File: config.mk
export PLATFORM = sky130hd
export DESIGN_NAME = serial_port_ring_buffers_unit
export DESIGN_NICKNAME = d
export VERILOG_FILES = /design/src/rtl/spr_pkg.sv /design/src/rtl/spr_front.sv /design/src/rtl/spr_queue.sv /design/src/rtl/spr_back.sv /design/src/rtl/serial_port_ring_buffers_unit.sv
export SDC_FILE = /design/constraint.sdc
export NUM_CORES = 2
export LEC_CHECK = 0
export ABC_CLOCK_PERIOD_IN_PS = 9000
export BUFFER_PORTS_ARGS = -buffer_cell sky130_fd_sc_hd__clkbuf_2
export CORE_ASPECT_RATIO = 1.1
export CORE_UTILIZATION = 42
export DETAILED_ROUTE_END_ITERATION = 8
export GPL_ROUTABILITY_DRIVEN = 0
export PLACE_DENSITY = 0.67
export SYNTH_ARGS = -nofsm -noshare
export SYNTH_HDL_FRONTEND = slang
export SYNTH_SLANG_ARGS = --single-unit
export TNS_END_PERCENT = 5
File: constraint.sdc
create_clock -name clk -period 9 [get_ports clk]
set_input_delay 1.35 -clock clk [delete_from_list [all_inputs] [get_ports clk]]
set_output_delay 1.35 -clock clk [all_outputs]
set_load 0.005 [all_outputs]
File: src/rtl/spr_pkg.sv
// Shared types, constants and codes for the serial port ring buffers.
package spr_pkg;

  // Sizes fixed by the field widths.
  localparam int ByteW = 8;
  localparam int CmdW = 3;
  localparam int CountW = 7;
  localparam int CfgIdxW = 1;
  localparam int BufferDepthDefault = 64;
  localparam int ResultCap = 64;
  localparam int QueueDepth = 2;

  localparam logic [ByteW-1:0] LineEndReset = 8'd10;

  // Command codes as they arrive on the input channel.
  localparam logic [CmdW-1:0] CMD_RX_BYTE    = 3'd0;
  localparam logic [CmdW-1:0] CMD_TX_BYTE    = 3'd1;
  localparam logic [CmdW-1:0] CMD_TX_READY   = 3'd2;
  localparam logic [CmdW-1:0] CMD_READ       = 3'd3;
  localparam logic [CmdW-1:0] CMD_LINE_READ  = 3'd4;

  // Configuration register indexes.
  localparam logic [CfgIdxW-1:0] REG_PORT_OPEN = 1'b0;
  localparam logic [CfgIdxW-1:0] REG_LINE_END  = 1'b1;

  // Operation after classification by the front end.
  typedef enum logic [2:0] {
    OP_NONE,
    OP_RX_PUSH,
    OP_TX_PUSH,
    OP_TX_READY,
    OP_READ,
    OP_LINE_READ
  } op_t;

  typedef enum logic [1:0] {
    ST_OK,
    ST_NOT_OPEN,
    ST_TOO_BIG,
    ST_NOTHING
  } status_t;

  typedef enum logic [1:0] {
    BK_IDLE,
    BK_KICK,
    BK_READ
  } back_state_t;

  // One classified item held in the queue.
  typedef struct packed {
    op_t               op;
    logic [ByteW-1:0]  data;
    logic              first;
    logic              last_of_msg;
    logic [CountW-1:0] msg_len;
    logic [CountW-1:0] limit;
  } work_t;

  typedef struct packed {
    logic             port_open;
    logic [ByteW-1:0] line_end;
  } cfg_t;

  // One result beat.
  typedef struct packed {
    logic              host_byte_valid;
    logic [ByteW-1:0]  host_byte;
    logic              line_byte_valid;
    logic [ByteW-1:0]  line_byte;
    status_t           status;
    logic              last;
    logic              rx_line_ready;
    logic              overflow_error;
    logic [CountW-1:0] rx_count;
    logic [CountW-1:0] tx_count;
  } result_t;

endpackage

File: src/rtl/spr_front.sv
// Front end: accepts input beats, decodes the command and works out the read limit.
module spr_front (
  input  logic                     in_valid,
  output logic                     in_ready,
  input  logic [spr_pkg::CmdW-1:0]   cmd,
  input  logic [spr_pkg::ByteW-1:0]  data_byte,
  input  logic                     first_of_message,
  input  logic                     last_of_message,
  input  logic [spr_pkg::CountW-1:0] message_length,
  input  logic [spr_pkg::CountW-1:0] max_bytes,
  input  logic                     q_full,
  output logic                     q_push,
  output spr_pkg::work_t           q_work
);
  import spr_pkg::*;

  localparam logic [CountW-1:0] CapLimit = CountW'(ResultCap);

  logic [CountW-1:0] limit;

  assign in_ready = !q_full;
  assign q_push   = in_valid && !q_full;

  // At most max_bytes - 1 bytes, and never more than the result cap.
  always_comb begin
    priority if (max_bytes == '0) begin
      limit = '0;
    end else if (max_bytes - 1'b1 > CapLimit) begin
      limit = CapLimit;
    end else begin
      limit = max_bytes - 1'b1;
    end
  end

  // Command decode; undefined codes become a no-operation.
  always_comb begin
    q_work.data        = data_byte;
    q_work.first       = first_of_message;
    q_work.last_of_msg = last_of_message;
    q_work.msg_len     = message_length;
    q_work.limit       = limit;
    unique case (cmd)
      CMD_RX_BYTE:   q_work.op = OP_RX_PUSH;
      CMD_TX_BYTE:   q_work.op = OP_TX_PUSH;
      CMD_TX_READY:  q_work.op = OP_TX_READY;
      CMD_READ:      q_work.op = OP_READ;
      CMD_LINE_READ: q_work.op = OP_LINE_READ;
      default:       q_work.op = OP_NONE;
    endcase
  end

endmodule

File: src/rtl/spr_queue.sv
// Short queue of classified items between the front end and the back end.
module spr_queue (
  input  logic           clk,
  input  logic           rst,
  input  logic           push,
  input  spr_pkg::work_t push_work,
  output logic           full,
  input  logic           pop,
  output logic           valid,
  output spr_pkg::work_t head_work
);
  import spr_pkg::*;

  localparam int QPtrW = (QueueDepth > 1) ? $clog2(QueueDepth) : 1;
  localparam int QCntW = $clog2(QueueDepth + 1);
  localparam logic [QPtrW-1:0] QPtrLast = QPtrW'(QueueDepth - 1);
  localparam logic [QCntW-1:0] QCntFull = QCntW'(QueueDepth);

  work_t            entries [QueueDepth];
  logic [QPtrW-1:0] wr_ptr;
  logic [QPtrW-1:0] rd_ptr;
  logic [QCntW-1:0] count;

  assign full      = (count == QCntFull);
  assign valid     = (count != '0);
  assign head_work = entries[rd_ptr];

  // Pointers and fill level.
  always_ff @(posedge clk) begin
    if (rst) begin
      wr_ptr <= '0;
      rd_ptr <= '0;
      count  <= '0;
    end else begin
      if (push) begin
        wr_ptr <= (wr_ptr == QPtrLast) ? '0 : wr_ptr + 1'b1;
      end
      if (pop) begin
        rd_ptr <= (rd_ptr == QPtrLast) ? '0 : rd_ptr + 1'b1;
      end
      if (push && !pop) begin
        count <= count + 1'b1;
      end else if (pop && !push) begin
        count <= count - 1'b1;
      end
    end
  end

  // Entry storage.
  always_ff @(posedge clk) begin
    if (push) begin
      entries[wr_ptr] <= push_work;
    end
  end

endmodule

File: src/rtl/spr_back.sv
// Back end: ring buffer memories, flags, transmit kick and the read loop.
module spr_back #(
  parameter int BUFFER_DEPTH = spr_pkg::BufferDepthDefault
) (
  input  logic             clk,
  input  logic             rst,
  input  spr_pkg::cfg_t    cfg,
  input  logic             q_valid,
  input  spr_pkg::work_t   q_work,
  output logic             q_pop,
  output logic             res_valid,
  input  logic             res_ready,
  output spr_pkg::result_t res
);
  import spr_pkg::*;

  localparam int PtrW = $clog2(BUFFER_DEPTH);
  localparam int FillW = $clog2(BUFFER_DEPTH + 1);
  localparam int CmpW = (FillW > CountW) ? FillW : CountW;
  localparam logic [PtrW-1:0] PtrLast = PtrW'(BUFFER_DEPTH - 1);
  localparam logic [FillW-1:0] FillFull = FillW'(BUFFER_DEPTH);

  back_state_t state, state_next;

  logic [ByteW-1:0] rx_mem [BUFFER_DEPTH];
  logic [ByteW-1:0] tx_mem [BUFFER_DEPTH];
  logic [ByteW-1:0] rx_rd;
  logic [ByteW-1:0] tx_rd;

  logic [PtrW-1:0]  rx_head, rx_head_next, rx_tail, rx_tail_next;
  logic [PtrW-1:0]  tx_head, tx_head_next, tx_tail, tx_tail_next;
  logic [FillW-1:0] rx_fill, rx_fill_next, tx_fill, tx_fill_next;
  logic             line_ready, line_ready_next;
  logic             err_flag, err_flag_next;
  logic             tx_active, tx_active_next;
  logic             refused, refused_next;
  logic [CountW-1:0] remaining, remaining_next;
  logic             line_read, line_read_next;
  logic             bypass, bypass_next;
  logic [ByteW-1:0] bypass_byte, bypass_byte_next;
  status_t          pend_status, pend_status_next;

  logic             rx_we, rx_re, tx_we, tx_re;
  logic             load_res;
  logic             go_kick, go_read, done;
  logic             out_free;
  logic [FillW-1:0] tx_fill_pushed;
  logic [CmpW-1:0]  tx_free;
  logic             stop;
  result_t          res_next;

  function automatic logic [PtrW-1:0] ptr_inc(input logic [PtrW-1:0] p);
    return (p == PtrLast) ? '0 : p + 1'b1;
  endfunction

  assign out_free = !res_valid || res_ready;
  assign tx_free  = CmpW'(FillFull) - CmpW'(tx_fill);
  assign stop     = line_read && (rx_rd == cfg.line_end);

  // Datapath: buffer updates, memory enables and the next result beat.
  always_comb begin
    rx_head_next     = rx_head;
    rx_tail_next     = rx_tail;
    rx_fill_next     = rx_fill;
    tx_head_next     = tx_head;
    tx_tail_next     = tx_tail;
    tx_fill_next     = tx_fill;
    line_ready_next  = line_ready;
    err_flag_next    = err_flag;
    tx_active_next   = tx_active;
    refused_next     = refused;
    remaining_next   = remaining;
    line_read_next   = line_read;
    bypass_next      = bypass;
    bypass_byte_next = bypass_byte;
    pend_status_next = pend_status;
    tx_fill_pushed   = tx_fill;
    rx_we    = 1'b0;
    rx_re    = 1'b0;
    tx_we    = 1'b0;
    tx_re    = 1'b0;
    q_pop    = 1'b0;
    load_res = 1'b0;
    go_kick  = 1'b0;
    go_read  = 1'b0;
    done     = 1'b0;
    res_next = '0;
    res_next.status = ST_OK;
    res_next.last   = 1'b1;

    unique case (state)
      BK_IDLE: begin
        if (q_valid && out_free) begin
          q_pop = 1'b1;
          unique case (q_work.op)
            OP_RX_PUSH: begin
              load_res = 1'b1;
              if (rx_fill != FillFull) begin
                rx_we        = 1'b1;
                rx_head_next = ptr_inc(rx_head);
                rx_fill_next = rx_fill + 1'b1;
                if (q_work.data == cfg.line_end) begin
                  line_ready_next = 1'b1;
                end
              end else begin
                err_flag_next = 1'b1;
              end
            end
            OP_TX_PUSH: begin
              // Whole-message check on the opening byte.
              priority if (q_work.first && !cfg.port_open) begin
                refused_next    = 1'b1;
                res_next.status = ST_NOT_OPEN;
              end else if (q_work.first && (tx_free < CmpW'(q_work.msg_len))) begin
                refused_next    = 1'b1;
                res_next.status = ST_TOO_BIG;
              end else if (q_work.first) begin
                refused_next = 1'b0;
              end else if (refused) begin
                res_next.status = cfg.port_open ? ST_TOO_BIG : ST_NOT_OPEN;
              end
              if (!refused_next) begin
                if (tx_fill != FillFull) begin
                  tx_we          = 1'b1;
                  tx_head_next   = ptr_inc(tx_head);
                  tx_fill_pushed = tx_fill + 1'b1;
                end else begin
                  res_next.status = ST_TOO_BIG;
                end
              end
              tx_fill_next = tx_fill_pushed;
              // Start an idle transmitter after the closing byte.
              if (!refused_next && q_work.last_of_msg && !tx_active &&
                  (tx_fill_pushed != '0)) begin
                go_kick          = 1'b1;
                tx_active_next   = 1'b1;
                tx_fill_next     = tx_fill_pushed - 1'b1;
                tx_tail_next     = ptr_inc(tx_tail);
                pend_status_next = res_next.status;
                // An empty buffer hands over the byte just written.
                bypass_next      = (tx_fill == '0);
                bypass_byte_next = q_work.data;
                tx_re            = (tx_fill != '0);
              end else begin
                load_res = 1'b1;
              end
            end
            OP_TX_READY: begin
              if (tx_active && (tx_fill != '0)) begin
                go_kick          = 1'b1;
                tx_re            = 1'b1;
                tx_tail_next     = ptr_inc(tx_tail);
                tx_fill_next     = tx_fill - 1'b1;
                bypass_next      = 1'b0;
                pend_status_next = ST_OK;
              end else begin
                load_res = 1'b1;
                if (tx_active) begin
                  tx_active_next = 1'b0;
                end
              end
            end
            OP_READ, OP_LINE_READ: begin
              if (!cfg.port_open) begin
                load_res        = 1'b1;
                res_next.status = ST_NOT_OPEN;
              end else begin
                if (q_work.op == OP_LINE_READ) begin
                  line_ready_next = 1'b0;
                end
                if ((q_work.limit == '0) || (rx_fill == '0)) begin
                  load_res        = 1'b1;
                  res_next.status = ST_NOTHING;
                end else begin
                  go_read        = 1'b1;
                  rx_re          = 1'b1;
                  rx_tail_next   = ptr_inc(rx_tail);
                  rx_fill_next   = rx_fill - 1'b1;
                  remaining_next = q_work.limit - 1'b1;
                  line_read_next = (q_work.op == OP_LINE_READ);
                end
              end
            end
            default: begin
              load_res = 1'b1;
            end
          endcase
        end
      end
      BK_KICK: begin
        if (out_free) begin
          load_res                 = 1'b1;
          done                     = 1'b1;
          res_next.line_byte_valid = 1'b1;
          res_next.line_byte       = bypass ? bypass_byte : tx_rd;
          res_next.status          = pend_status;
        end
      end
      BK_READ: begin
        if (out_free) begin
          load_res                 = 1'b1;
          res_next.host_byte_valid = 1'b1;
          res_next.host_byte       = rx_rd;
          res_next.last            = stop || (remaining == '0) || (rx_fill == '0);
          if (res_next.last) begin
            done = 1'b1;
          end else begin
            // Fetch the following byte while this one goes out.
            rx_re          = 1'b1;
            rx_tail_next   = ptr_inc(rx_tail);
            rx_fill_next   = rx_fill - 1'b1;
            remaining_next = remaining - 1'b1;
          end
        end
      end
      default: begin
        done = 1'b1;
      end
    endcase

    // Flags and levels as they stand after this beat.
    res_next.rx_line_ready  = line_ready_next;
    res_next.overflow_error = err_flag_next;
    res_next.tx_count       = CountW'(tx_fill_next);
    res_next.rx_count       = (state == BK_READ) ? CountW'(rx_fill) : CountW'(rx_fill_next);
  end

  // Next state.
  always_comb begin
    state_next = state;
    unique case (state)
      BK_IDLE: begin
        priority if (go_kick) begin
          state_next = BK_KICK;
        end else if (go_read) begin
          state_next = BK_READ;
        end
      end
      BK_KICK, BK_READ: begin
        if (done) begin
          state_next = BK_IDLE;
        end
      end
      default: state_next = BK_IDLE;
    endcase
  end

  // Control state.
  always_ff @(posedge clk) begin
    if (rst) begin
      state      <= BK_IDLE;
      rx_head    <= '0;
      rx_tail    <= '0;
      rx_fill    <= '0;
      tx_head    <= '0;
      tx_tail    <= '0;
      tx_fill    <= '0;
      line_ready <= 1'b0;
      err_flag   <= 1'b0;
      tx_active  <= 1'b0;
      refused    <= 1'b0;
      res_valid  <= 1'b0;
    end else begin
      state      <= state_next;
      rx_head    <= rx_head_next;
      rx_tail    <= rx_tail_next;
      rx_fill    <= rx_fill_next;
      tx_head    <= tx_head_next;
      tx_tail    <= tx_tail_next;
      tx_fill    <= tx_fill_next;
      line_ready <= line_ready_next;
      err_flag   <= err_flag_next;
      tx_active  <= tx_active_next;
      refused    <= refused_next;
      if (load_res) begin
        res_valid <= 1'b1;
      end else if (res_ready) begin
        res_valid <= 1'b0;
      end
    end
  end

  // Working registers and the output beat.
  always_ff @(posedge clk) begin
    remaining   <= remaining_next;
    line_read   <= line_read_next;
    bypass      <= bypass_next;
    bypass_byte <= bypass_byte_next;
    pend_status <= pend_status_next;
    if (load_res) begin
      res <= res_next;
    end
  end

  // Receive buffer memory.
  always_ff @(posedge clk) begin
    if (rx_we) begin
      rx_mem[rx_head] <= q_work.data;
    end
    if (rx_re) begin
      rx_rd <= rx_mem[rx_tail];
    end
  end

  // Transmit buffer memory.
  always_ff @(posedge clk) begin
    if (tx_we) begin
      tx_mem[tx_head] <= q_work.data;
    end
    if (tx_re) begin
      tx_rd <= tx_mem[tx_tail];
    end
  end

endmodule

File: src/rtl/serial_port_ring_buffers_unit.sv
// An accepted beat is queued; the back end pops it once the output is free and
// registers its result beat. Byte, message and undefined commands finish in the idle
// state; a transmit pop also passes the kick state, as the transmit buffer memory has a
// registered read port. Host reads return one byte per cycle unless stalled (at most 64).
// Reset (rst, synchronous): buffers empty, flags clear, transmitter idle, port closed,
// line end 10; buffer contents are not cleared and no clearing pass is run.
module serial_port_ring_buffers_unit #(
  parameter int BUFFER_DEPTH = spr_pkg::BufferDepthDefault
) (
  input  logic                        clk,
  input  logic                        rst,
  input  logic                        cfg_write,
  input  logic [spr_pkg::CfgIdxW-1:0] cfg_index,
  input  logic [spr_pkg::ByteW-1:0]   cfg_data,
  input  logic                        in_valid,
  output logic                        in_ready,
  input  logic [spr_pkg::CmdW-1:0]    cmd,
  input  logic [spr_pkg::ByteW-1:0]   data_byte,
  input  logic                        first_of_message,
  input  logic                        last_of_message,
  input  logic [spr_pkg::CountW-1:0]  message_length,
  input  logic [spr_pkg::CountW-1:0]  max_bytes,
  output logic                        out_valid,
  input  logic                        out_ready,
  output logic                        host_byte_valid,
  output logic [spr_pkg::ByteW-1:0]   host_byte,
  output logic                        line_byte_valid,
  output logic [spr_pkg::ByteW-1:0]   line_byte,
  output logic [1:0]                  status,
  output logic                        last,
  output logic                        rx_line_ready,
  output logic                        overflow_error,
  output logic [spr_pkg::CountW-1:0]  rx_count,
  output logic [spr_pkg::CountW-1:0]  tx_count
);
  import spr_pkg::*;

  cfg_t    cfg;
  logic    q_full, q_push, q_pop, q_valid;
  work_t   push_work, head_work;
  result_t res;

  // Configuration registers.
  always_ff @(posedge clk) begin
    if (rst) begin
      cfg.port_open <= 1'b0;
      cfg.line_end  <= LineEndReset;
    end else if (cfg_write) begin
      unique case (cfg_index)
        REG_PORT_OPEN: cfg.port_open <= cfg_data[0];
        REG_LINE_END:  cfg.line_end  <= cfg_data;
        default: ;
      endcase
    end
  end

  spr_front u_front (
    .in_valid         (in_valid),
    .in_ready         (in_ready),
    .cmd              (cmd),
    .data_byte        (data_byte),
    .first_of_message (first_of_message),
    .last_of_message  (last_of_message),
    .message_length   (message_length),
    .max_bytes        (max_bytes),
    .q_full           (q_full),
    .q_push           (q_push),
    .q_work           (push_work)
  );

  spr_queue u_queue (
    .clk       (clk),
    .rst       (rst),
    .push      (q_push),
    .push_work (push_work),
    .full      (q_full),
    .pop       (q_pop),
    .valid     (q_valid),
    .head_work (head_work)
  );

  spr_back #(
    .BUFFER_DEPTH (BUFFER_DEPTH)
  ) u_back (
    .clk       (clk),
    .rst       (rst),
    .cfg       (cfg),
    .q_valid   (q_valid),
    .q_work    (head_work),
    .q_pop     (q_pop),
    .res_valid (out_valid),
    .res_ready (out_ready),
    .res       (res)
  );

  // Result beat fields.
  assign host_byte_valid = res.host_byte_valid;
  assign host_byte       = res.host_byte;
  assign line_byte_valid = res.line_byte_valid;
  assign line_byte       = res.line_byte;
  assign status          = res.status;
  assign last            = res.last;
  assign rx_line_ready   = res.rx_line_ready;
  assign overflow_error  = res.overflow_error;
  assign rx_count        = res.rx_count;
  assign tx_count        = res.tx_count;

endmodule

* Word-level counts from Yosys, hierarchy flattened
Memory sizes are Yosys's and may differ from the RTL's. A register that Yosys moved wholly into a read port is not among the register bits.
Index checks and enable logic that the tools add are counted.
** Operators by class
- $add $sub $neg :: 17
- Order comparisons :: 2
- Eq/ne operators :: 31
- Multiplexer cells :: 141
- Bitwise logic cells :: 3
- Reduce and logical (&&, ||, !) cells :: 51
** Operators by type and width (count)
- two-way mux 7 bit :: 24
- two-way mux 6 bit :: 12
- two-way mux 1 bit :: 65
- one-hot mux 7 bit (2 select lines) :: 4
- subtractor 7 x 1 -> 7 bit, second input constant :: 6
- logical NOT 7 bit :: 5
- two-way mux 2 bit :: 17
- adder 6 x 1 -> 6 bit, second input constant :: 4
- equality test 6 bit, second input constant :: 4
- one-hot mux 6 bit (2 select lines) :: 2
- AND reduction 5 bit :: 4
- equality test 8 bit :: 2
- one-hot mux 2 bit (2 select lines) :: 4
- one-hot mux 3 bit (5 select lines) :: 1
- adder 7 x 1 -> 7 bit, second input constant :: 2
- inequality test 7 bit, second input constant :: 2
- one-hot mux 1 bit (2 select lines) :: 7
- nonzero test 7 bit :: 2
- equality test 3 x 2 -> 1 bit, second input constant :: 4
- logical AND 1 bit :: 11
- two-way mux 11 bit :: 1
- inequality test 2 x 1 -> 1 bit, second input constant :: 5
- inequality test 2 bit, second input constant :: 5
- AND reduction 2 bit :: 5
- 24 further kinds :: 47
** Word-level totals
- Bits in registers :: 114
- Memory bits (writable) :: 1078
- Input port bits :: 41
- Output and inout port bits :: 39
- Word-level logic and storage cells :: 280
- Memories kept :: 3
** Memory list
- u_back.rx_mem :: words 64, bits a word 8, rd ports 1, clocked after memory_dff 1, wr ports 1, RTL line spr_back.sv:25 : logic [ByteW-1:0] rx_mem [BUFFER_DEPTH];
- u_back.tx_mem :: words 64, bits a word 8, rd ports 1, clocked after memory_dff 1, wr ports 1, RTL line spr_back.sv:26 : logic [ByteW-1:0] tx_mem [BUFFER_DEPTH];
- u_queue.entries :: words 2, bits a word 27, rd ports 1, clocked after memory_dff 1, wr ports 1, RTL line spr_queue.sv:19 : work_t entries [QueueDepth];

* Logic depth before layout (Yosys ltp)
- Word-level depth :: 20
- Gate-level depth with buffers :: 22
- Mapped depth without buffers :: 20

* By module
From an unflattened synthesis, not the netlist that was laid out.
** Second synthesis, totals
- Cell total of the unflattened synthesis :: 2517
- Area, all modules :: 49148.4 sq um
** Modules (own cells, without submodules)
- spr_back :: instances 1, cells each 2317, area each 46183.0 sq um, seq. area each 33812.4 sq um
- spr_queue :: instances 1, cells each 106, area each 2163.3 sq um, seq. area each 1721.7 sq um
- serial_port_ring_buffers_unit :: instances 1, cells each 38, area each 407.9 sq um, seq. area each 180.2 sq um
- spr_front :: instances 1, cells each 56, area each 394.1 sq um, seq. area each 0.0 sq um

* Worst setup path after synthesis
OpenSTA, ideal clock, no wires.
- Path type :: reg-to-reg
- From :: register with a tool-made name
- To :: register, netlist name u_back.res[0]
- Setup time :: 0.444 ns
- Arrival :: 5.980 ns
- Required time :: 8.556 ns
- Slack :: 2.576 ns
- Stages on the path, launching flop included :: 22
- Buffers on the path :: 5
- Clock period less this slack :: 6.424 ns
- Cells stage by stage :: dfxtp_1 buf_4 buf_2 clkbuf_1 buf_2 mux2i_1 ha_1 o21ai_0 a22oi_4 a21oi_2 buf_6 nor2_1 xnor2_1 ha_1 and2_1 and4_1 nand4_1 nand4_1 nand3_1 o21ai_2 nand2_1 a21oi_1

* Worst setup path after layout
- From :: register u_back.tx_fill[0]
- To :: register, netlist name u_back.res[18]
** On the way
- Word-level cells in the longest chain between the ends :: 18
- Elaborated cells between the ends (all ways) :: 27
- Classes of those cells :: 2 x add/sub; 1 x order compare; 1 x eq/ne; 15 x mux; 8 x reduce/logical
** Ends and longest elaborated chain
- from (decl) :: RTL line spr_back.sv:32 : logic [FillW-1:0] rx_fill, rx_fill_next, tx_fill, tx_fill_next;
- from (signal assigned) :: RTL line spr_back.sv:270 : tx_fill <= tx_fill_next;
- subtractor 7 bit :: RTL line spr_back.sv:57 : assign tx_free = CmpW'(FillFull) - CmpW'(tx_fill);
- < comparator 7 bit :: RTL line spr_back.sv:114 : end else if (q_work.first && (tx_free < CmpW'(q_work.msg_len))) begin
- logical AND 1 bit :: RTL line spr_back.sv:114
- two-way mux 1 bit :: RTL line spr_back.sv:114
- two-way mux 1 bit :: RTL line spr_back.sv:111 : priority if (q_work.first && !cfg.port_open) begin
- two-way mux 1 bit :: RTL line spr_back.sv:95 : unique case (q_work.op)
- two-way mux 1 bit :: RTL line spr_back.sv:93 : if (q_valid && out_free) begin
- two-way mux 1 bit :: RTL line spr_back.sv:91 : unique case (state)
- [... 3 more ...]
- two-way mux 7 bit :: RTL line spr_back.sv:91
- nonzero test 7 bit :: RTL line spr_back.sv:134 : (tx_fill_pushed != '0)) begin
- logical AND 1 bit :: RTL line spr_back.sv:133 : if (!refused_next && q_work.last_of_msg && !tx_active &&
- two-way mux 1 bit :: RTL line spr_back.sv:133
- one-hot mux 1 bit (3 select lines) * :: RTL line spr_back.sv:95
- two-way mux 1 bit * :: RTL line spr_back.sv:93
- one-hot mux 1 bit (2 select lines) * :: RTL line spr_back.sv:91
- named net u_back.load_res :: RTL line spr_back.sv:44 : logic load_res;
The timed path passes the listed nets; every way through them passes the cells marked *. The select of a mux whose other input is x is not followed.
A chain may end at the register's enable or synchronous reset.

==> insert_results.sql <==
INSERT INTO impl_metrics (metric_group, metric, value, unit) VALUES
('run_status', 'run_status', 'complete, no violations', ''),
('timing', 'count_of_final_setup_violators', '0', ''),
('synth', 'synthTopCellsByArea', 'sky130_fd_sc_hd__edfxtp_1, sky130_fd_sc_hd__mux4_2, sky130_fd_sc_hd__dfxtp_1', ''),
('global_route', 'globalRouteOverflowTotal', '0', ''),
('pwr', 'clkPwrFrac', '0.362', ''),
('synth', 'ys_seq_elements', '1209', ''),
('global_route', 'grt_start_max_net_pins', '130', ''),
('clock_network', 'cts.sink_count', '1209', ''),
('die', 'core_region_area', '115000', 'um^2'),
('synth', 'yosysWarnings', '0', ''),
('worst_setup_path', 'cpMaxStageDelayCell', 'sky130_fd_sc_hd__a21oi_4', ''),
('cells_and_area', 'fillCellCount', '9286', ''),
('pwr', 'total_switching_power', '0.00342', 'W'),
('timing', 'final_max_slew_viol_count', '0', ''),
('synth', 'yosysTopAreaCell', 'sky130_fd_sc_hd__edfxtp_1', ''),
('die', 'die-width', '327', 'um'),
('worst_setup_path', 'r2r_start', 'u_back.tx_fill[0]$_SDFF_PP0_', ''),
('route', 'antenna_violating_nets_post_route', '0', ''),
('worst_hold_path', 'hold_path_end', 'u_back.line_ready$_SDFF_PP0_', ''),
('clock_network', 'postCtsResizedCells', '0', ''),
('die', 'start_util', '0.425', ''),
('route', 'detail_route.vias_per_cell', '5.81', ''),
('worst_setup_path', 'rrSetupSlack', '2.86', 'ns'),
('timing', 'totalNegativeSetupSlack', '0', 'ns'),
('timing', 'timing.final.hold_violations', '0', ''),
('synth', 'xor_xnor_share_of_the_synthesized_area', '0.0104', ''),
('clock_network', 'ctsLongestPathBuffers', '3', ''),
('clock_network', 'cts_made_buffers', '118', ''),
('synth', 'yosysMostFrequentCell', 'sky130_fd_sc_hd__edfxtp_1', ''),
('route', 'dr.pass1.iters', '8', ''),
('worst_setup_path', 'worst_path_bufs_invs', '2', ''),
('clock_network', 'postCtsSetupRepairBufs', '0', ''),
('clock_network', 'cts_root_buffer', 'sky130_fd_sc_hd__clkbuf_16', ''),
('synth', 'largest_family_of_logic_cells_by_synthesized_area', 'multiplexers', ''),
('route', 'dr.first_iter.drc_count', '2774', ''),
('worst_setup_path', 'timing.critical_path.cells', 'inv_1 > ha_1 > nand4b_1 > nand2_1 > ha_1 > nand2_1 > nor2_1 > a21oi_2 > buf_4 > nor2_1 > mux2i_1 > ha_1 > and2_1 > and4_1 > nand4_1 > nand4_1 > nand3_1 > o21ai_2 > nand2_1 > a21oi_4', ''),
('die', 'design.die.area', '117000', 'um^2'),
('route', 'routed_wire_length_per_instance', '26.1', 'um'),
('worst_setup_path', 'timing.critical_path.slowest_cell_delay', '1.06', 'ns'),
('synth', 'ys_types', '80', ''),
('synth', 'synth-edff-count', '1150', ''),
('synth', 'post_synth_most_frequent_cells', 'sky130_fd_sc_hd__edfxtp_1, sky130_fd_sc_hd__mux4_2, sky130_fd_sc_hd__nor2_1, sky130_fd_sc_hd__clkbuf_1, sky130_fd_sc_hd__nand2_1', ''),
('worst_setup_path', 'critPathTopFamily', 'simple AND/OR/NAND/NOR gates', ''),
('synth', 'postSynth.asyncResetShare', '0', ''),
('timing', 'period_minus_ws_final', '6.14', 'ns'),
('timing', 'worstMarginPinSlew', '1.34', 'ns'),
('worst_setup_path', 'length_in_cells_of_the_worst_reg_to_reg_path', '20', ''),
('worst_hold_path', 'min-delay-path-class', 'flip-flop to flip-flop', ''),
('run', 'max_cap_viol_count', '0', ''),
('synth', 'synth-adder-area-share', '0.00669', ''),
('timing', 'worst_clock_skew_on_the_final_layout', '0.0452', 'ns'),
('worst_setup_path', 'critical_path_class', 'flip-flop to flip-flop', ''),
('pwr', 'internal_power', '0.0101', 'W'),
('worst_hold_path', 'hold_path.startpoint', 'u_back.line_ready$_SDFF_PP0_', ''),
('synth', 'most_used_dff_post_synth', 'sky130_fd_sc_hd__edfxtp_1', ''),
('worst_setup_path', 'cp.arrival', '6.45', 'ns'),
('worst_setup_path', 'worst_r2r_endpoint', 'u_back.res[18]$_DFFE_PP_', ''),
('pwr', 'power_frac_comb', '0.127', ''),
('worst_setup_path', 'critical_path_cell_count', '20', ''),
('clock_network', 'cts.clk_slew.worst_paths', '0.06', 'ns'),
('pwr', 'standby_leakage_power', '16.7', 'nW'),
('timing', 'achievable-frequency', '163', 'MHz'),
('place', 'placed_instance_area', '50700', 'um^2'),
('worst_setup_path', 'timing.critical_path.from_type', 'flip-flop', ''),
('die', 'floorplan.die.height', '359', 'um'),
('synth', 'netlist.area_leader.share', '0.710', ''),
('clock_network', 'tritoncts', 'done', ''),
('global_route', 'first_global_vias', '24800', ''),
('synth', 'synth-simple-area-share', '0.0476', ''),
('route', 'detail_route.drc_violations', '0', ''),
('clock_network', 'insertion_delay', '0.73', 'ns');
==> worst max path at each step <==
stage / start / to / slack [ns]
2_1_floorplan: flip-flop / u_back.res[0]$_DFFE_PP_ / 2.58
3_3_place_gp: u_back.tx_fill[0]$_SDFF_PP0_ / u_back.res[32]$_SDFFCE_PN0P_ / 3.27
3_5_place_dp: u_back.tx_fill[0]$_SDFF_PP0_ / u_back.res[30]$_SDFFCE_PN0P_ / 2.99
4_1_cts: u_back.tx_fill[0]$_SDFF_PP0_ / u_back.res[18]$_DFFE_PP_ / 2.98
5_1_grt: u_back.tx_fill[0]$_SDFF_PP0_ / u_back.res[18]$_DFFE_PP_ / 2.50
6_report: u_back.tx_fill[0]$_SDFF_PP0_ / u_back.res[18]$_DFFE_PP_ / 2.86
==> cells in the final DEF (no fill, tap or decap), types with 9 or more instances in the layout <==
cell type                   synthesis  final
sky130_fd_sc_hd__edfxtp_1        1150   1150
sky130_fd_sc_hd__mux4_2           337    337
sky130_fd_sc_hd__nor2_1           220    219
sky130_fd_sc_hd__clkbuf_16          0    119
sky130_fd_sc_hd__nand2_1           89     89
sky130_fd_sc_hd__clkbuf_2           0     79
sky130_fd_sc_hd__dfxtp_1           59     52
sky130_fd_sc_hd__a21oi_1           52     51
sky130_fd_sc_hd__o21ai_0           37     37
sky130_fd_sc_hd__nand3_1           36     36
sky130_fd_sc_hd__xor2_1            32     32
sky130_fd_sc_hd__clkinv_2           0     32
sky130_fd_sc_hd__mux2i_1           31     31
sky130_fd_sc_hd__inv_1             29     29
sky130_fd_sc_hd__buf_4              1     27
sky130_fd_sc_hd__xnor2_1           26     26
sky130_fd_sc_hd__ha_1              26     26
sky130_fd_sc_hd__nor3_1            25     24
sky130_fd_sc_hd__clkinv_1           0     24
sky130_fd_sc_hd__nand4_1           17     17
sky130_fd_sc_hd__clkbuf_1          89     17
sky130_fd_sc_hd__nand3b_1          15     15
sky130_fd_sc_hd__or3_1             15     15
sky130_fd_sc_hd__and2_1            13     13
sky130_fd_sc_hd__and3_1            13     13
sky130_fd_sc_hd__bufinv_16          0     12
sky130_fd_sc_hd__nor4_1            10     10
sky130_fd_sc_hd__mux2_4             1      9
==> registers in the layout (all words and copies together), names as in the netlist, 8 cells and up, named ones only <==
signal and cells:
cfg 9, u_back.bypass_byte 8, u_back.res 37, u_back.rx_mem 512
u_back.rx_rd 8, u_back.tx_mem 512, u_back.tx_rd 8, u_queue.entries 54
==> stage by stage <==
step	total power [W]	hold slack (ns)	cells	setup slack (ns)	util
floorplan	0.00801	0.440	2500	2.58	-
global placement	0.00869	0.455	3989	3.27	0.443
detailed placement	0.00876	0.479	3989	2.99	0.443
CTS	0.0136	0.488	4210	2.98	0.477
global route	0.0139	0.518	4210	2.50	0.477
finish	0.0135	0.484	4212	2.86	0.477
==> cell families (layout without fill, tap and decap cells) <==
group	count (synthesis)	after routing
flip-flops	1209	1209
adder cells (fa/ha/maj)	26	26
buffers and inverters	166	358
AO/OA/AOI/OAI	167	167
other	0	2
XOR/XNOR	58	58
AND/OR/NAND/NOR	492	492
multiplexers	382	382
==> power groups by stage <==
| stage | clock [W] | sequential (W) | combinational, W |
|---|---|---|---|
| after floorplan | 0 | 0.00697 | 0.00104 |
| after global placement | 0 | 0.00702 | 0.00168 |
| after detailed placement | 0 | 0.00703 | 0.00174 |
| after CTS | 0.00496 | 0.00691 | 0.00174 |
| after global routing | 0.00517 | 0.00692 | 0.00184 |
| final | 0.00489 | 0.00690 | 0.00172 |
==> cell type report <==
type	instances	area [um^2]	area share
diodes	2	5.00	0.0000917
clock buffers	138	3070	0.0562
clock inverters	83	783	0.0144
inverters	30	113	0.00206
multi-input cells	1125	12400	0.226
flip-flops and latches	1209	35700	0.655
well taps	1518	1900	0.0348
repair buffers	107	618	0.0113
==> worst min-delay path, delay by kind of cell (launching register included) <==
kind            cells  cell delay [ns]
compound gates      1             0.07
flops               1             0.30
simple gates        1             0.07
==> per-layer routing <==
layer,up-vias,GRT usage,routed length [um]
li1,10400,-,-
met1,12900,0.254,44200
met2,957,0.317,56000
met3,176,0.0287,6800
met4,0,0.0492,2720
met5,-,0,0
(Power assumes the default switching activity.)
